File: config.mk
export PLATFORM = sky130hd
export DESIGN_NAME = identifier_keyword_classifier
export DESIGN_NICKNAME = d
export VERILOG_FILES = /design/src/rtl/ikc_pkg.sv /design/src/rtl/ikc_front.sv /design/src/rtl/ikc_queue.sv /design/src/rtl/ikc_back.sv /design/src/rtl/identifier_keyword_classifier.sv
export SDC_FILE = /design/constraint.sdc
export NUM_CORES = 1
export LEC_CHECK = 0
export BUFFER_PORTS_ARGS = -buffer_cell sky130_fd_sc_hd__buf_2
export CAP_MARGIN = 20
export CORE_AREA = 2 2 130 132
export CTS_BUF_LIST = sky130_fd_sc_hd__clkbuf_16
export DETAILED_ROUTE_END_ITERATION = 6
export DIE_AREA = 0 0 132 134
export HOLD_SLACK_MARGIN = 0.05
export PLACE_DENSITY = 0.71
export SYNTH_ARGS = -nofsm -noshare
export SYNTH_HDL_FRONTEND = slang
export SYNTH_SLANG_ARGS = --single-unit
File: constraint.sdc
create_clock -name clk -period 7.8 [get_ports clk]
set_input_delay 1.17 -clock clk [delete_from_list [all_inputs] [get_ports clk]]
set_output_delay 1.17 -clock clk [all_outputs]
set_load 0.03 [all_outputs]
File: src/rtl/ikc_pkg.sv
`timescale 1ns / 1ps

package ikc_pkg;

    localparam int KW_COUNT  = 35;
    localparam int KW_MAXLEN = 14;
    localparam int KIND_W    = 6;
    localparam int LEN_W     = 8;
    localparam int QUEUE_CNT_W = 2;

    localparam logic [KIND_W-1:0] KIND_IDENT = 6'd0;
    localparam logic [LEN_W-1:0]  LEN_SAT    = 8'hFF;

    // keyword text, right aligned: last character in the low byte
    localparam logic [KW_MAXLEN*8-1:0] KW_TEXT [KW_COUNT] = '{
        "if", "int", "else", "elif", "case", "line", "long", "true", "bool",
        "auto", "while", "embed", "undef", "error", "endif", "false",
        "elifdef", "include", "warning", "defined", "alignas", "alignof",
        "typedef", "nullptr", "pragma", "extern", "static", "inline", "define",
        "elifndef", "register", "restrict", "constexpr", {"_STATIC", "_ASSERT"},
        {"STATIC", "_ASSERT"}
    };

    localparam logic [3:0] KW_LEN [KW_COUNT] = '{
        4'd2, 4'd3, 4'd4, 4'd4, 4'd4, 4'd4, 4'd4, 4'd4, 4'd4, 4'd4,
        4'd5, 4'd5, 4'd5, 4'd5, 4'd5, 4'd5, 4'd7, 4'd7, 4'd7, 4'd7,
        4'd7, 4'd7, 4'd7, 4'd7, 4'd6, 4'd6, 4'd6, 4'd6, 4'd6, 4'd8,
        4'd8, 4'd8, 4'd9, 4'd14, 4'd13
    };

    // classified character as it travels from front to back
    typedef struct packed {
        logic [7:0] code;
        logic       is_ident;
    } char_item_t;

    // word tracking state visible to the top level
    typedef struct packed {
        logic in_word;
        logic discarding;
    } back_status_t;

    // character of keyword k at position p, zero past its end
    function automatic logic [7:0] kw_char(input int k, input logic [3:0] p);
        logic [3:0] idx;
        begin
            idx = KW_LEN[k] - 4'd1 - p;
            if (p < KW_LEN[k])
                return KW_TEXT[k][{idx, 3'b000} +: 8];
            else
                return 8'h00;
        end
    endfunction

endpackage

File: src/rtl/ikc_front.sv
`timescale 1ns / 1ps

module ikc_front
(
    input  logic [7:0]              char_code,
    output ikc_pkg::char_item_t     item
);

    logic is_lower;
    logic is_upper;
    logic is_digit;

    // letters, digits and underscore extend a word; high bytes never do
    assign is_lower = (char_code >= 8'h61) && (char_code <= 8'h7A);
    assign is_upper = (char_code >= 8'h41) && (char_code <= 8'h5A);
    assign is_digit = (char_code >= 8'h30) && (char_code <= 8'h39);

    assign item.code     = char_code;
    assign item.is_ident = is_lower || is_upper || is_digit || (char_code == 8'h5F);

endmodule

File: src/rtl/ikc_queue.sv
`timescale 1ns / 1ps

module ikc_queue
(
    input  logic                                clk,
    input  logic                                rst_n,
    input  logic                                push_valid,
    output logic                                push_ready,
    input  ikc_pkg::char_item_t                 push_item,
    output logic                                pop_valid,
    input  logic                                pop_ready,
    output ikc_pkg::char_item_t                 pop_item,
    output logic [ikc_pkg::QUEUE_CNT_W-1:0]     fill
);

    ikc_pkg::char_item_t slot_reg [2];
    logic wr_ptr_reg, wr_ptr_next;
    logic rd_ptr_reg, rd_ptr_next;
    logic [ikc_pkg::QUEUE_CNT_W-1:0] count_reg, count_next;
    logic push;
    logic pop;

    assign push_ready = (count_reg != 2'd2);
    assign pop_valid  = (count_reg != 2'd0);
    assign pop_item   = slot_reg[rd_ptr_reg];
    assign fill       = count_reg;

    assign push = push_valid && push_ready;
    assign pop  = pop_valid && pop_ready;

    always_comb
    begin
        wr_ptr_next = push ? ~wr_ptr_reg : wr_ptr_reg;
        rd_ptr_next = pop ? ~rd_ptr_reg : rd_ptr_reg;
        count_next  = count_reg;
        if (push && !pop)
            count_next = count_reg + 2'd1;
        else if (pop && !push)
            count_next = count_reg - 2'd1;
    end

    always_ff @(posedge clk or negedge rst_n)
    begin
        if (!rst_n)
        begin
            wr_ptr_reg <= 1'b0;
            rd_ptr_reg <= 1'b0;
            count_reg  <= '0;
        end
        else
        begin
            wr_ptr_reg <= wr_ptr_next;
            rd_ptr_reg <= rd_ptr_next;
            count_reg  <= count_next;
        end
    end

    // payload slots need no reset
    always_ff @(posedge clk)
    begin
        if (push)
            slot_reg[wr_ptr_reg] <= push_item;
    end

endmodule

File: src/rtl/ikc_back.sv
`timescale 1ns / 1ps

module ikc_back
#(
    parameter int LEXEME_CAPACITY = 256
)
(
    input  logic                                clk,
    input  logic                                rst_n,
    input  logic                                item_valid,
    output logic                                item_ready,
    input  ikc_pkg::char_item_t                 item,
    output logic                                out_valid,
    input  logic                                out_ready,
    output logic [ikc_pkg::KIND_W-1:0]          token_kind,
    output logic [ikc_pkg::LEN_W-1:0]           word_length,
    output logic                                overflow_flag,
    output ikc_pkg::back_status_t               status
);

    localparam int LW = $clog2(LEXEME_CAPACITY);
    localparam logic [LW-1:0] LEN_LAST = LW'(LEXEME_CAPACITY - 1);

    logic [LW-1:0]                len_reg, len_next;
    logic [ikc_pkg::KW_COUNT-1:0] mask_reg, mask_next;
    logic                         in_word_reg, in_word_next;
    logic                         discarding_reg, discarding_next;

    logic                         out_valid_reg, out_valid_next;
    logic [ikc_pkg::KIND_W-1:0]   kind_reg, kind_next;
    logic [ikc_pkg::LEN_W-1:0]    length_reg, length_next;
    logic                         ovf_reg, ovf_next;

    logic [ikc_pkg::KW_COUNT-1:0] keep;
    logic [ikc_pkg::KIND_W-1:0]   match_kind;
    logic                         pop;

    function automatic logic [ikc_pkg::LEN_W-1:0] sat_len(input logic [LW:0] n);
        begin
            if (n > (LW+1)'(255))
                return ikc_pkg::LEN_SAT;
            else
                return ikc_pkg::LEN_W'(n);
        end
    endfunction

    assign pop        = item_valid && (!out_valid_reg || out_ready);
    assign item_ready = !out_valid_reg || out_ready;

    // per-keyword position compare against the current character
    always_comb
    begin
        for (int k = 0; k < ikc_pkg::KW_COUNT; k++)
        begin
            keep[k] = (len_reg < LW'(ikc_pkg::KW_LEN[k])) &&
                      (ikc_pkg::kw_char(k, len_reg[3:0]) == item.code);
        end
    end

    // lowest surviving keyword of exactly this length wins
    always_comb
    begin
        match_kind = ikc_pkg::KIND_IDENT;
        for (int k = ikc_pkg::KW_COUNT - 1; k >= 0; k--)
        begin
            if (mask_reg[k] && (len_reg == LW'(ikc_pkg::KW_LEN[k])))
                match_kind = ikc_pkg::KIND_W'(k + 1);
        end
    end

    always_comb
    begin
        len_next        = len_reg;
        mask_next       = mask_reg;
        in_word_next    = in_word_reg;
        discarding_next = discarding_reg;
        kind_next       = kind_reg;
        length_next     = length_reg;
        ovf_next        = ovf_reg;
        out_valid_next  = out_valid_reg && !out_ready;

        if (pop)
        begin
            if (item.is_ident)
            begin
                if (!discarding_reg)
                begin
                    if (len_reg == LEN_LAST)
                    begin
                        out_valid_next  = 1'b1;
                        kind_next       = ikc_pkg::KIND_IDENT;
                        length_next     = sat_len({1'b0, len_reg} + (LW+1)'(1));
                        ovf_next        = 1'b1;
                        len_next        = '0;
                        mask_next       = '1;
                        in_word_next    = 1'b0;
                        discarding_next = 1'b1;
                    end
                    else
                    begin
                        mask_next    = mask_reg & keep;
                        len_next     = len_reg + LW'(1);
                        in_word_next = 1'b1;
                    end
                end
            end
            else if (discarding_reg)
            begin
                discarding_next = 1'b0;
            end
            else if (in_word_reg)
            begin
                out_valid_next = 1'b1;
                kind_next      = match_kind;
                length_next    = sat_len({1'b0, len_reg});
                ovf_next       = 1'b0;
                len_next       = '0;
                mask_next      = '1;
                in_word_next   = 1'b0;
            end
        end
    end

    always_ff @(posedge clk or negedge rst_n)
    begin
        if (!rst_n)
        begin
            len_reg        <= '0;
            mask_reg       <= '1;
            in_word_reg    <= 1'b0;
            discarding_reg <= 1'b0;
            out_valid_reg  <= 1'b0;
        end
        else
        begin
            len_reg        <= len_next;
            mask_reg       <= mask_next;
            in_word_reg    <= in_word_next;
            discarding_reg <= discarding_next;
            out_valid_reg  <= out_valid_next;
        end
    end

    always_ff @(posedge clk)
    begin
        kind_reg   <= kind_next;
        length_reg <= length_next;
        ovf_reg    <= ovf_next;
    end

    assign out_valid         = out_valid_reg;
    assign token_kind        = kind_reg;
    assign word_length       = length_reg;
    assign overflow_flag     = ovf_reg;
    assign status.in_word    = in_word_reg;
    assign status.discarding = discarding_reg;

endmodule

File: src/rtl/identifier_keyword_classifier.sv
`timescale 1ns / 1ps

// identifier and keyword classifier: takes one source byte per cycle on
// char_code and, at the first separator after a word, returns one result with
// token_kind (0 identifier, 1..35 keywords) and word_length; a word longer than
// LEXEME_CAPACITY-1 characters returns one overflow result and the rest of it is
// dropped. sustained rate is one byte per cycle while out_ready takes each
// result, set by the mask update in the back end (35 parallel compares);
// with the queue empty a separator passes a queue slot and the output register
// before its result is valid; a result held by out_ready stalls the back end

module identifier_keyword_classifier
#(
    parameter int LEXEME_CAPACITY = 256
)
(
    input  logic                            clk,
    input  logic                            rst_n,
    input  logic                            in_valid,
    output logic                            in_ready,
    input  logic [7:0]                      char_code,
    output logic                            out_valid,
    input  logic                            out_ready,
    output logic [ikc_pkg::KIND_W-1:0]      token_kind,
    output logic [ikc_pkg::LEN_W-1:0]       word_length,
    output logic                            overflow_flag
);

    ikc_pkg::char_item_t              front_item;
    ikc_pkg::char_item_t              back_item;
    logic                             back_valid;
    logic                             back_ready;
    logic [ikc_pkg::QUEUE_CNT_W-1:0]  queue_fill;
    ikc_pkg::back_status_t            status;

    // front end: classify each byte as identifier character or separator
    ikc_front u_front
    (
        .char_code (char_code),
        .item      (front_item)
    );

    // two-entry queue decouples input acceptance from back end stalls
    ikc_queue u_queue
    (
        .clk        (clk),
        .rst_n      (rst_n),
        .push_valid (in_valid),
        .push_ready (in_ready),
        .push_item  (front_item),
        .pop_valid  (back_valid),
        .pop_ready  (back_ready),
        .pop_item   (back_item),
        .fill       (queue_fill)
    );

    // back end: word length, candidate mask, discard state and result register
    ikc_back
    #(
        .LEXEME_CAPACITY (LEXEME_CAPACITY)
    )
    u_back
    (
        .clk           (clk),
        .rst_n         (rst_n),
        .item_valid    (back_valid),
        .item_ready    (back_ready),
        .item          (back_item),
        .out_valid     (out_valid),
        .out_ready     (out_ready),
        .token_kind    (token_kind),
        .word_length   (word_length),
        .overflow_flag (overflow_flag),
        .status        (status)
    );

    // queue never holds more than its two slots
    assert property (@(posedge clk) disable iff (!rst_n) queue_fill != 2'd3)
        else $error("queue fill out of range");

    // an overflow result always reports an identifier kind
    assert property (@(posedge clk) disable iff (!rst_n)
        (out_valid && overflow_flag) |-> (token_kind == ikc_pkg::KIND_IDENT))
        else $error("overflow result with keyword kind");

    // while dropping an overlong word no new word is open
    assert property (@(posedge clk) disable iff (!rst_n)
        status.discarding |-> !status.in_word)
        else $error("word open while discarding");

    // results carry a nonzero length and a kind within the keyword list
    assert property (@(posedge clk) disable iff (!rst_n)
        out_valid |-> ((word_length != '0) &&
                       (token_kind <= ikc_pkg::KIND_W'(ikc_pkg::KW_COUNT))))
        else $error("malformed result");

endmodule
==> results of run 1 <==
[worst min-delay path, stage by stage, from the launching register on]
cell	delay, ns
sky130_fd_sc_hd__dfstp_2	0.37
sky130_fd_sc_hd__o21ai_0	0.06
sky130_fd_sc_hd__nand2_1	0.05
[per-stage QoR]
| step | area, um2 | setup WS [ns] | utilization |
|---|---|---|---|
| after global placement | 9062 | 3.592 | 0.5563 |
| final | 9398 | 3.208 | 0.5769 |
| after CTS | 9398 | 3.495 | 0.5769 |
| after global routing | 9398 | 3.152 | 0.5769 |
| after floorplan | 8838 | 4.623 | - |
| after detailed placement | 9062 | 3.525 | 0.5563 |
[cell usage after synthesis, types with 6 or more instances]
library cell	number	area, um2
sky130_fd_sc_hd__ha_1	26	325.3
sky130_fd_sc_hd__dfstp_2	35	919.6
sky130_fd_sc_hd__nor2_1	108	405.4
sky130_fd_sc_hd__buf_1	9	33.78
sky130_fd_sc_hd__mux2i_1	14	140.1
sky130_fd_sc_hd__a211oi_1	13	97.59
sky130_fd_sc_hd__edfxtp_1	33	991.0
sky130_fd_sc_hd__xnor2_1	86	753.2
sky130_fd_sc_hd__o21ai_0	109	545.5
sky130_fd_sc_hd__dfrtp_1	15	375.4
sky130_fd_sc_hd__a31oi_1	26	162.7
sky130_fd_sc_hd__xor2_1	6	52.55
sky130_fd_sc_hd__nor3_1	46	230.2
sky130_fd_sc_hd__nand4_1	22	137.6
sky130_fd_sc_hd__o31ai_1	16	120.1
sky130_fd_sc_hd__o22ai_1	13	81.33
sky130_fd_sc_hd__or3_1	6	37.54
sky130_fd_sc_hd__nand2b_1	14	87.58
sky130_fd_sc_hd__a21oi_1	100	500.5
sky130_fd_sc_hd__o32ai_1	7	61.31
sky130_fd_sc_hd__nand2_1	108	405.4
sky130_fd_sc_hd__and3_1	6	37.54
sky130_fd_sc_hd__clkbuf_1	65	244.0
sky130_fd_sc_hd__o41ai_1	6	52.55
sky130_fd_sc_hd__o221ai_1	6	52.55
sky130_fd_sc_hd__nor4_1	22	137.6
sky130_fd_sc_hd__o2111ai_1	8	70.07
sky130_fd_sc_hd__o211ai_1	13	97.59
sky130_fd_sc_hd__nand3_1	38	190.2
sky130_fd_sc_hd__o21ai_1	10	50.05
sky130_fd_sc_hd__nor2b_1	18	112.6
sky130_fd_sc_hd__inv_1	31	116.4
sky130_fd_sc_hd__a32oi_1	7	61.31
sky130_fd_sc_hd__buf_2	27	135.1
sky130_fd_sc_hd__a22oi_1	12	90.09
[final cells by class]
type | count | area, um2 | area share
clock buffers | 9 | 225.2 | 0.02396
clock inverters | 7 | 110.1 | 0.01172
inverters | 36 | 135.1 | 0.01438
multi-input cells | 960 | 6038 | 0.6425
flip-flops and latches | 83 | 2286 | 0.2432
well taps | 220 | 275.3 | 0.02929
repair buffers | 53 | 327.8 | 0.03488
[logic make-up after synthesis]
family | Yosys count | share of synthesized area
and+or+nand+nor | 414 | 0.2266
AOI/OAI and AO/OA | 405 | 0.2935
buffers and inverters | 139 | 0.06384
xor gates and xnor gates | 93 | 0.09301
DFF | 83 | 0.2586
adders and majority gates | 26 | 0.03681
muxes | 22 | 0.02760
[path summary, 6_finish.rpt]
| kind | to | slack [ns] | cells after the start |
|---|---|---|---|
| max | u_back.mask_reg[34] | 3.21 | 8 |
| min | u_back.mask_reg[0] | 0.48 | 2 |
| max reg2reg | u_back.mask_reg[34] | 3.21 | 8 |
| min reg2reg | u_back.mask_reg[0] | 0.48 | 2 |
| max in group asynchronous | u_back.out_valid | 6.34 | 2 |
| min in group asynchronous | u_back.len_reg[4] | 0.97 | 2 |
[metal layers]
metal,up-vias,track usage,part of all wire
met5,-,0,0
met3,201,0.1107,0.13
li1,4315,-,-
met2,746,0.5726,0.42
met4,0,0.2132,0.064
met1,4506,0.4887,0.38
==> results.md, run 1 <==
- The floorplan has 47 rows.
- After clock tree synthesis, the flow added hold-fix buffers numbering 0.
- The delay of the slowest critical-path stage is 1.08 ns.
- The CTS H-tree depth is 3.
- The worst-case clock skew is 0.01071 ns.
- The number of non-filler instances in the completed layout is 1368.
- The pin count of the biggest net entering global routing is 51.
- The initial antenna violation count is 0.
- In this design, the largest share of critical-path delay is due to simple AND/OR/NAND/NOR gates.
- The flip-flop count of the largest register, all copies and words added is 35.
- Walking the worst path, the cells encountered are mux2i_1 -> buf_4 -> or3_1 -> a211o_1 -> inv_2 -> nor2_1 -> and4_1 -> and3b_1.
- The share of the clock period used by the worst path after layout is 0.5887.
- The number of global-route vias before repair is 8959.
- The iteration-0 DRC count of the detailed router is 1599.
- The sum of buffers and inverters on the critical path is 2.
- The clock slew at the register clock pins of the worst setup and hold paths is 0.06 ns.
- Detailed placement ended at an HPWL of 22.58 mm.
- The most used flip-flop cell after synthesis is sky130_fd_sc_hd__dfstp_2.
- Routability-driven placement finished with a final weighted congestion of 1.011.
- The routed wire length per instance is 24.58 um.
- The register bit total from synthesis is 83.
- The number of pins exceeding their max-slew limit in the final report is 0.
- The layout overhead on the synthesized area is 6.328%.
- In this run the worst setup path begins at u_queue.rd_ptr_reg.
- Setup violations remaining at the end of the flow were counted as 0.
- The number of nets at the end of the flow is 1181.
- At the pin with the least slew margin, the transition time is 1.246 ns.
- On the critical path, the stage with the largest delay is an instance of sky130_fd_sc_hd__nor2_1.
- The number of CTS-inserted buffers is 9.
- The post-CTS repair timing setup buffer count is 0.
- The final reports fail on DRC.
- The tree built by TritonCTS fans out to 83 sinks.
- Setup repair after global routing left no endpoint under its margin.
- Of the cells placed in the final design, the portion with a size suffix greater than 1 is 0.1132.
- The count of flip-flops with a built-in enable after synthesis is 33.
- The number of warnings reported in the yosys synthesis log is 0.
- The final global-route overflow total is 0.
- The cell count after synthesis is 1182.
- The launching point of the worst reg2reg path is u_queue.rd_ptr_reg.
- Using the TritonRoute via totals, the vias-per-cell ratio works out to 7.140.
- The mean cell area of the mapped netlist is 7.478 um2.
- The worst hold path begins at u_back.mask_reg[0].
- The total nets after synthesis is 1220.
- The number of inserted filler cells in the final layout is 1514.
- Once detail routing completed, the nets flagged for antenna violations numbered 0.
- The worst setup path is of the flip-flop to flip-flop kind.
- The quantity of I/O buffers inserted on ports is 28.
- The relative slew slack is 0.1662.
- TritonCTS built the clock tree.
- The number of maximum-capacitance constraint violations is 0.
- The die covers 17690 um2.
- Summed over all layers, the routed wires come to 33.62 mm.
- The floorplan die width is 132 um.
- The number of primary I/O pins is 29.
- At the later pin of the worst-skew pair, clock insertion delay measures 0.36 ns.
- The post-synthesis instance area is 8838 um2.
- The signal arrival time at the worst endpoint is 4.88 ns.
- The flow ran to the end, but the final reports show violations.
- Hold timing on the final database bottoms out at a slack of 0.4800 ns.
- The share of flip-flops with an asynchronous set or reset after synthesis is 0.6024.
- The initial core utilization is 0.5426.
- The minimum clock period is 4.592 ns.
- The required time reported for the critical path endpoint is 8.09 ns.
- The hold violation count in the final report is 0.
- In the layout the commonest cells are sky130_fd_sc_hd__o21ai_0, sky130_fd_sc_hd__nand2_1, sky130_fd_sc_hd__nor2_1.
- The residual DRC count is 33.
- In this run the worst path has a maximum fanout of 26.
- After clock tree synthesis, the repair step resized 0 gates.
- The number of different library cells in the post-synthesis netlist is 85.
- The first global-routing pass estimated 52.12 mm of wire.
- Of the synthesized area, sequential elements account for 0.2586.
- In this run, placement finished with an instance count of 1352.
- The floorplan step defined a core boundary enclosing 16290 um2.
- The clock passes through at most 2 buffers.
- The number of antenna cells inserted is 0.
- The timing-limited maximum frequency is 0.2178 GHz.
- Leaving out fill and tap cells, the most frequent cell in the layout is sky130_fd_sc_hd__o21ai_0.
- The path category of the worst min-delay check is flip-flop to flip-flop.
- The total via count in the routed design is 9768.
- The endpoint kind of the worst setup timing path is a flip-flop.
- The die outline height is 134 um.
- The setup TNS is 0 ns.
- The startpoint type of the worst setup path is a flip-flop.
- CTS placed an instance of sky130_fd_sc_hd__clkbuf_16 at the clock tree root.
- The global-route usage over all layers is 0.3798.
- The pre-antenna-repair detailed-routing pass consisted of 7 iterations.
Power of run 1 is not shown: default switching activity piles up to over one toggle a cycle in this logic, so the estimate is an artifact.
==> run 2, diff against run 1 <==
PLACE_DENSITY = 0.74   (was 0.71)
clock period = 3.7 ns   (was 7.8 ns; I/O delays follow)
==> run 2 against run 1 <==
  * The run now ends clean
  * Clock skew rose by 0.0012 ns
  * Die area did not move
  * Sequential share of layout area fell by 0.57 points
  * Critical path depth rose by 2
  * Hold slack got worse by 0.18 ns
  * Register-to-register slack got worse by 2.6 ns
  * First-iteration DRC count fell by 25%
  * Design area rose by 2.4%
  * Via count rose by 1.4%
  * Flip-flop and latch count did not move
==> results.md, run 2 (same netlist as run 1, synthesis figures left out) <==
- The initial antenna violation count was 0.
- Static timing analysis puts the maximum clock frequency at 0.3230 GHz.
- The net count of the finished layout is 1217.
- Summed over all nets, the half-perimeter wirelength after detailed placement is 25.13 mm.
- The number of pins exceeding their max-slew limit in the final report was 0.
- TritonCTS built the clock tree.
- The floorplan die width is 132 um.
- The clock latency on the worst-skew pair is 0.36 ns.
- The routed wire length per instance is 24.99 um.
- In this run the tightest slew margin relative to its limit is 0.4203.
- The flip-flop count of the largest register, all copies and words added is 35.
- The first-pass GRT wire length is 53.24 mm.
- The worst setup path is of the flip-flop to flip-flop kind.
- In this run the deepest clock path goes through 2 buffers.
- The region available for standard cell placement spans 16290 um2.
- For the finished layout, the period the worst path requires is 3.096 ns.
- The final setup violation count is 0.
- The number of maximum-capacitance constraint violations is 0.
- Wires add up to 35.08 mm.
- On the final layout, the worst hold slack is 0.2963 ns.
- The count of buffers added on input and output ports is 28.
- In this design, the stage delay of the slowest critical-path cell is 0.43 ns.
- The worst setup path is launched from a flip-flop.
- Across every metal layer, demand over resource in global routing totals 0.3925.
- Clock-pin slew was measured on the worst setup and hold paths at 0.07 ns.
- In this run, the number of DRC markers left after iteration 0 of detailed routing was 1201.
- The residual DRC count is 0.
- For the worst setup path, the data required time is 4.00 ns.
- The number of CTS-inserted buffers is 9.
- The layout cell share with drive strength beyond 1 is 0.1419.
- The number of primary I/O pins is 29.
- The worst setup path is captured at a flip-flop.
- The minimum setup slack after placement is 0.7243 ns.
- Between clock sinks in the finished design, the worst skew comes to 0.01190 ns.
- The signal on the critical path passes through buf_4 -> ha_1 -> buf_4 -> nand4_1 -> or3_1 -> a211o_1 -> nand2_1 -> o21ai_0 -> o41ai_1 -> and3b_1.
- Leaving out fill and tap cells, the most frequent cells in the layout are sky130_fd_sc_hd__o21ai_0, sky130_fd_sc_hd__nand2_1, sky130_fd_sc_hd__nor2_1.
- Together, buffers and inverters on the worst path number 2.
- Setup repair after global routing left no endpoint under its margin.
- The initial utilization of the core area, before any placement, comes to 0.5426.
- The final global-route overflow total is 0.
- On the critical path, the stage with the largest delay is an instance of sky130_fd_sc_hd__nand2_1.
- In this run the remaining antenna-violating nets after routing total 0.
- For this block, the via count after detailed routing is 9909.
- The number of antenna cells inserted is 0.
- Setup slack closes at 0.6041 ns.
- The number of core rows is 47.
- The number of global-route vias before repair came to 9090.
- The count of instances resized after the clock tree is built is 0.
- For the worst setup path, the data arrival time is 3.40 ns.
- In this run the clock root is driven by a sky130_fd_sc_hd__clkbuf_16.
- The flow ran to the end, and the final reports show no timing, DRC or antenna violations.
- Of the available clock period, the critical path in the final layout requires 0.8367.
- The area growth from synthesis to layout is 8.890%.
- The hold violation count in the final report was 0.
- CTS built an H-tree with a depth of 3.
- The die outline height is 134 um.
- The path class of the tightest hold or removal check is primary input to async pin.
- After clock tree synthesis, the setup repair step added 0 buffers.
- The most common cell after layout, fill and taps aside is sky130_fd_sc_hd__o21ai_0.
- The die covers 17690 um2.
- In this design, the critical path's most frequently occurring cell is sky130_fd_sc_hd__buf_4.
- The number of iterations in the first detailed-routing pass is 5.
- At the pin with the least slew margin, the transition time is 0.8696 ns.
- The total clock sinks is 83.
- The family of cells with the greatest summed delay on the critical path is simple AND/OR/NAND/NOR gates.
- In the final timing run, aggregate negative setup slack is 0 ns.
- Using the TritonRoute via totals, the vias-per-cell ratio works out to 7.058.
- Buffers inserted to repair hold after CTS numbered 0.
- The biggest fanout along the worst timing path is 26.
- The pin count of the biggest net entering global routing is 35.
- Routability-driven placement finished with a final weighted congestion of 1.036.
==> run 2: cell count changes in the layout (fill, tap and decap cells not counted), sizes merged <==
cell	previous run	this run
clkinvlp	0	1
inv	35	34
bufinv	3	0
buf	53	89
clkinv	5	8
==> run 2: layout make-up <==
class                   instances  area, um2
clock buffers                   9      225.2
clock inverters                 7      53.80
fillers                      1532       6665
inverters                      36      135.1
multi-input cells             960       6038
flip-flops and latches         83       2286
well taps                     220      275.3
repair buffers                 89      610.6
==> run 2: metrics by stage <==
| step | util | area [um2] | instances |
|---|---|---|---|
| 2_1_floorplan | - | 8838 | 1182 |
| 3_5_place_dp | 0.5737 | 9345 | 1388 |
| 4_1_cts | 0.5908 | 9624 | 1404 |
| 3_3_place_gp | 0.5737 | 9345 | 1388 |
| 5_1_grt | 0.5908 | 9624 | 1404 |
| 6_report | 0.5908 | 9624 | 1404 |
==> run 2: layer usage <==
| metal | part of all wire | GRT usage |
|---|---|---|
| met2 | 0.43 | 0.5961 |
| met3 | 0.13 | 0.1323 |
| met1 | 0.38 | 0.4989 |
| met4 | 0.052 | 0.1987 |
| met5 | 0 | 0 |
==> run 2: path summary, 6_finish.rpt <==
path                       slack, ns                endpoint  cells past startpoint          startpoint
max reg2reg                     0.60     u_back.mask_reg[34]                     10   u_back.len_reg[1]
max in group asynchronous       2.54     u_back.mask_reg[16]                      2               rst_n
min reg2reg                     0.49      u_back.mask_reg[0]                      2  u_back.mask_reg[0]
min                             0.30       u_back.len_reg[7]                      1               rst_n
min in group clk                0.41  u_queue.slot_reg[1][8]                      1        char_code[7]
max                             0.60     u_back.mask_reg[34]                     10   u_back.len_reg[1]
Power of run 2 is left out for the same reason.
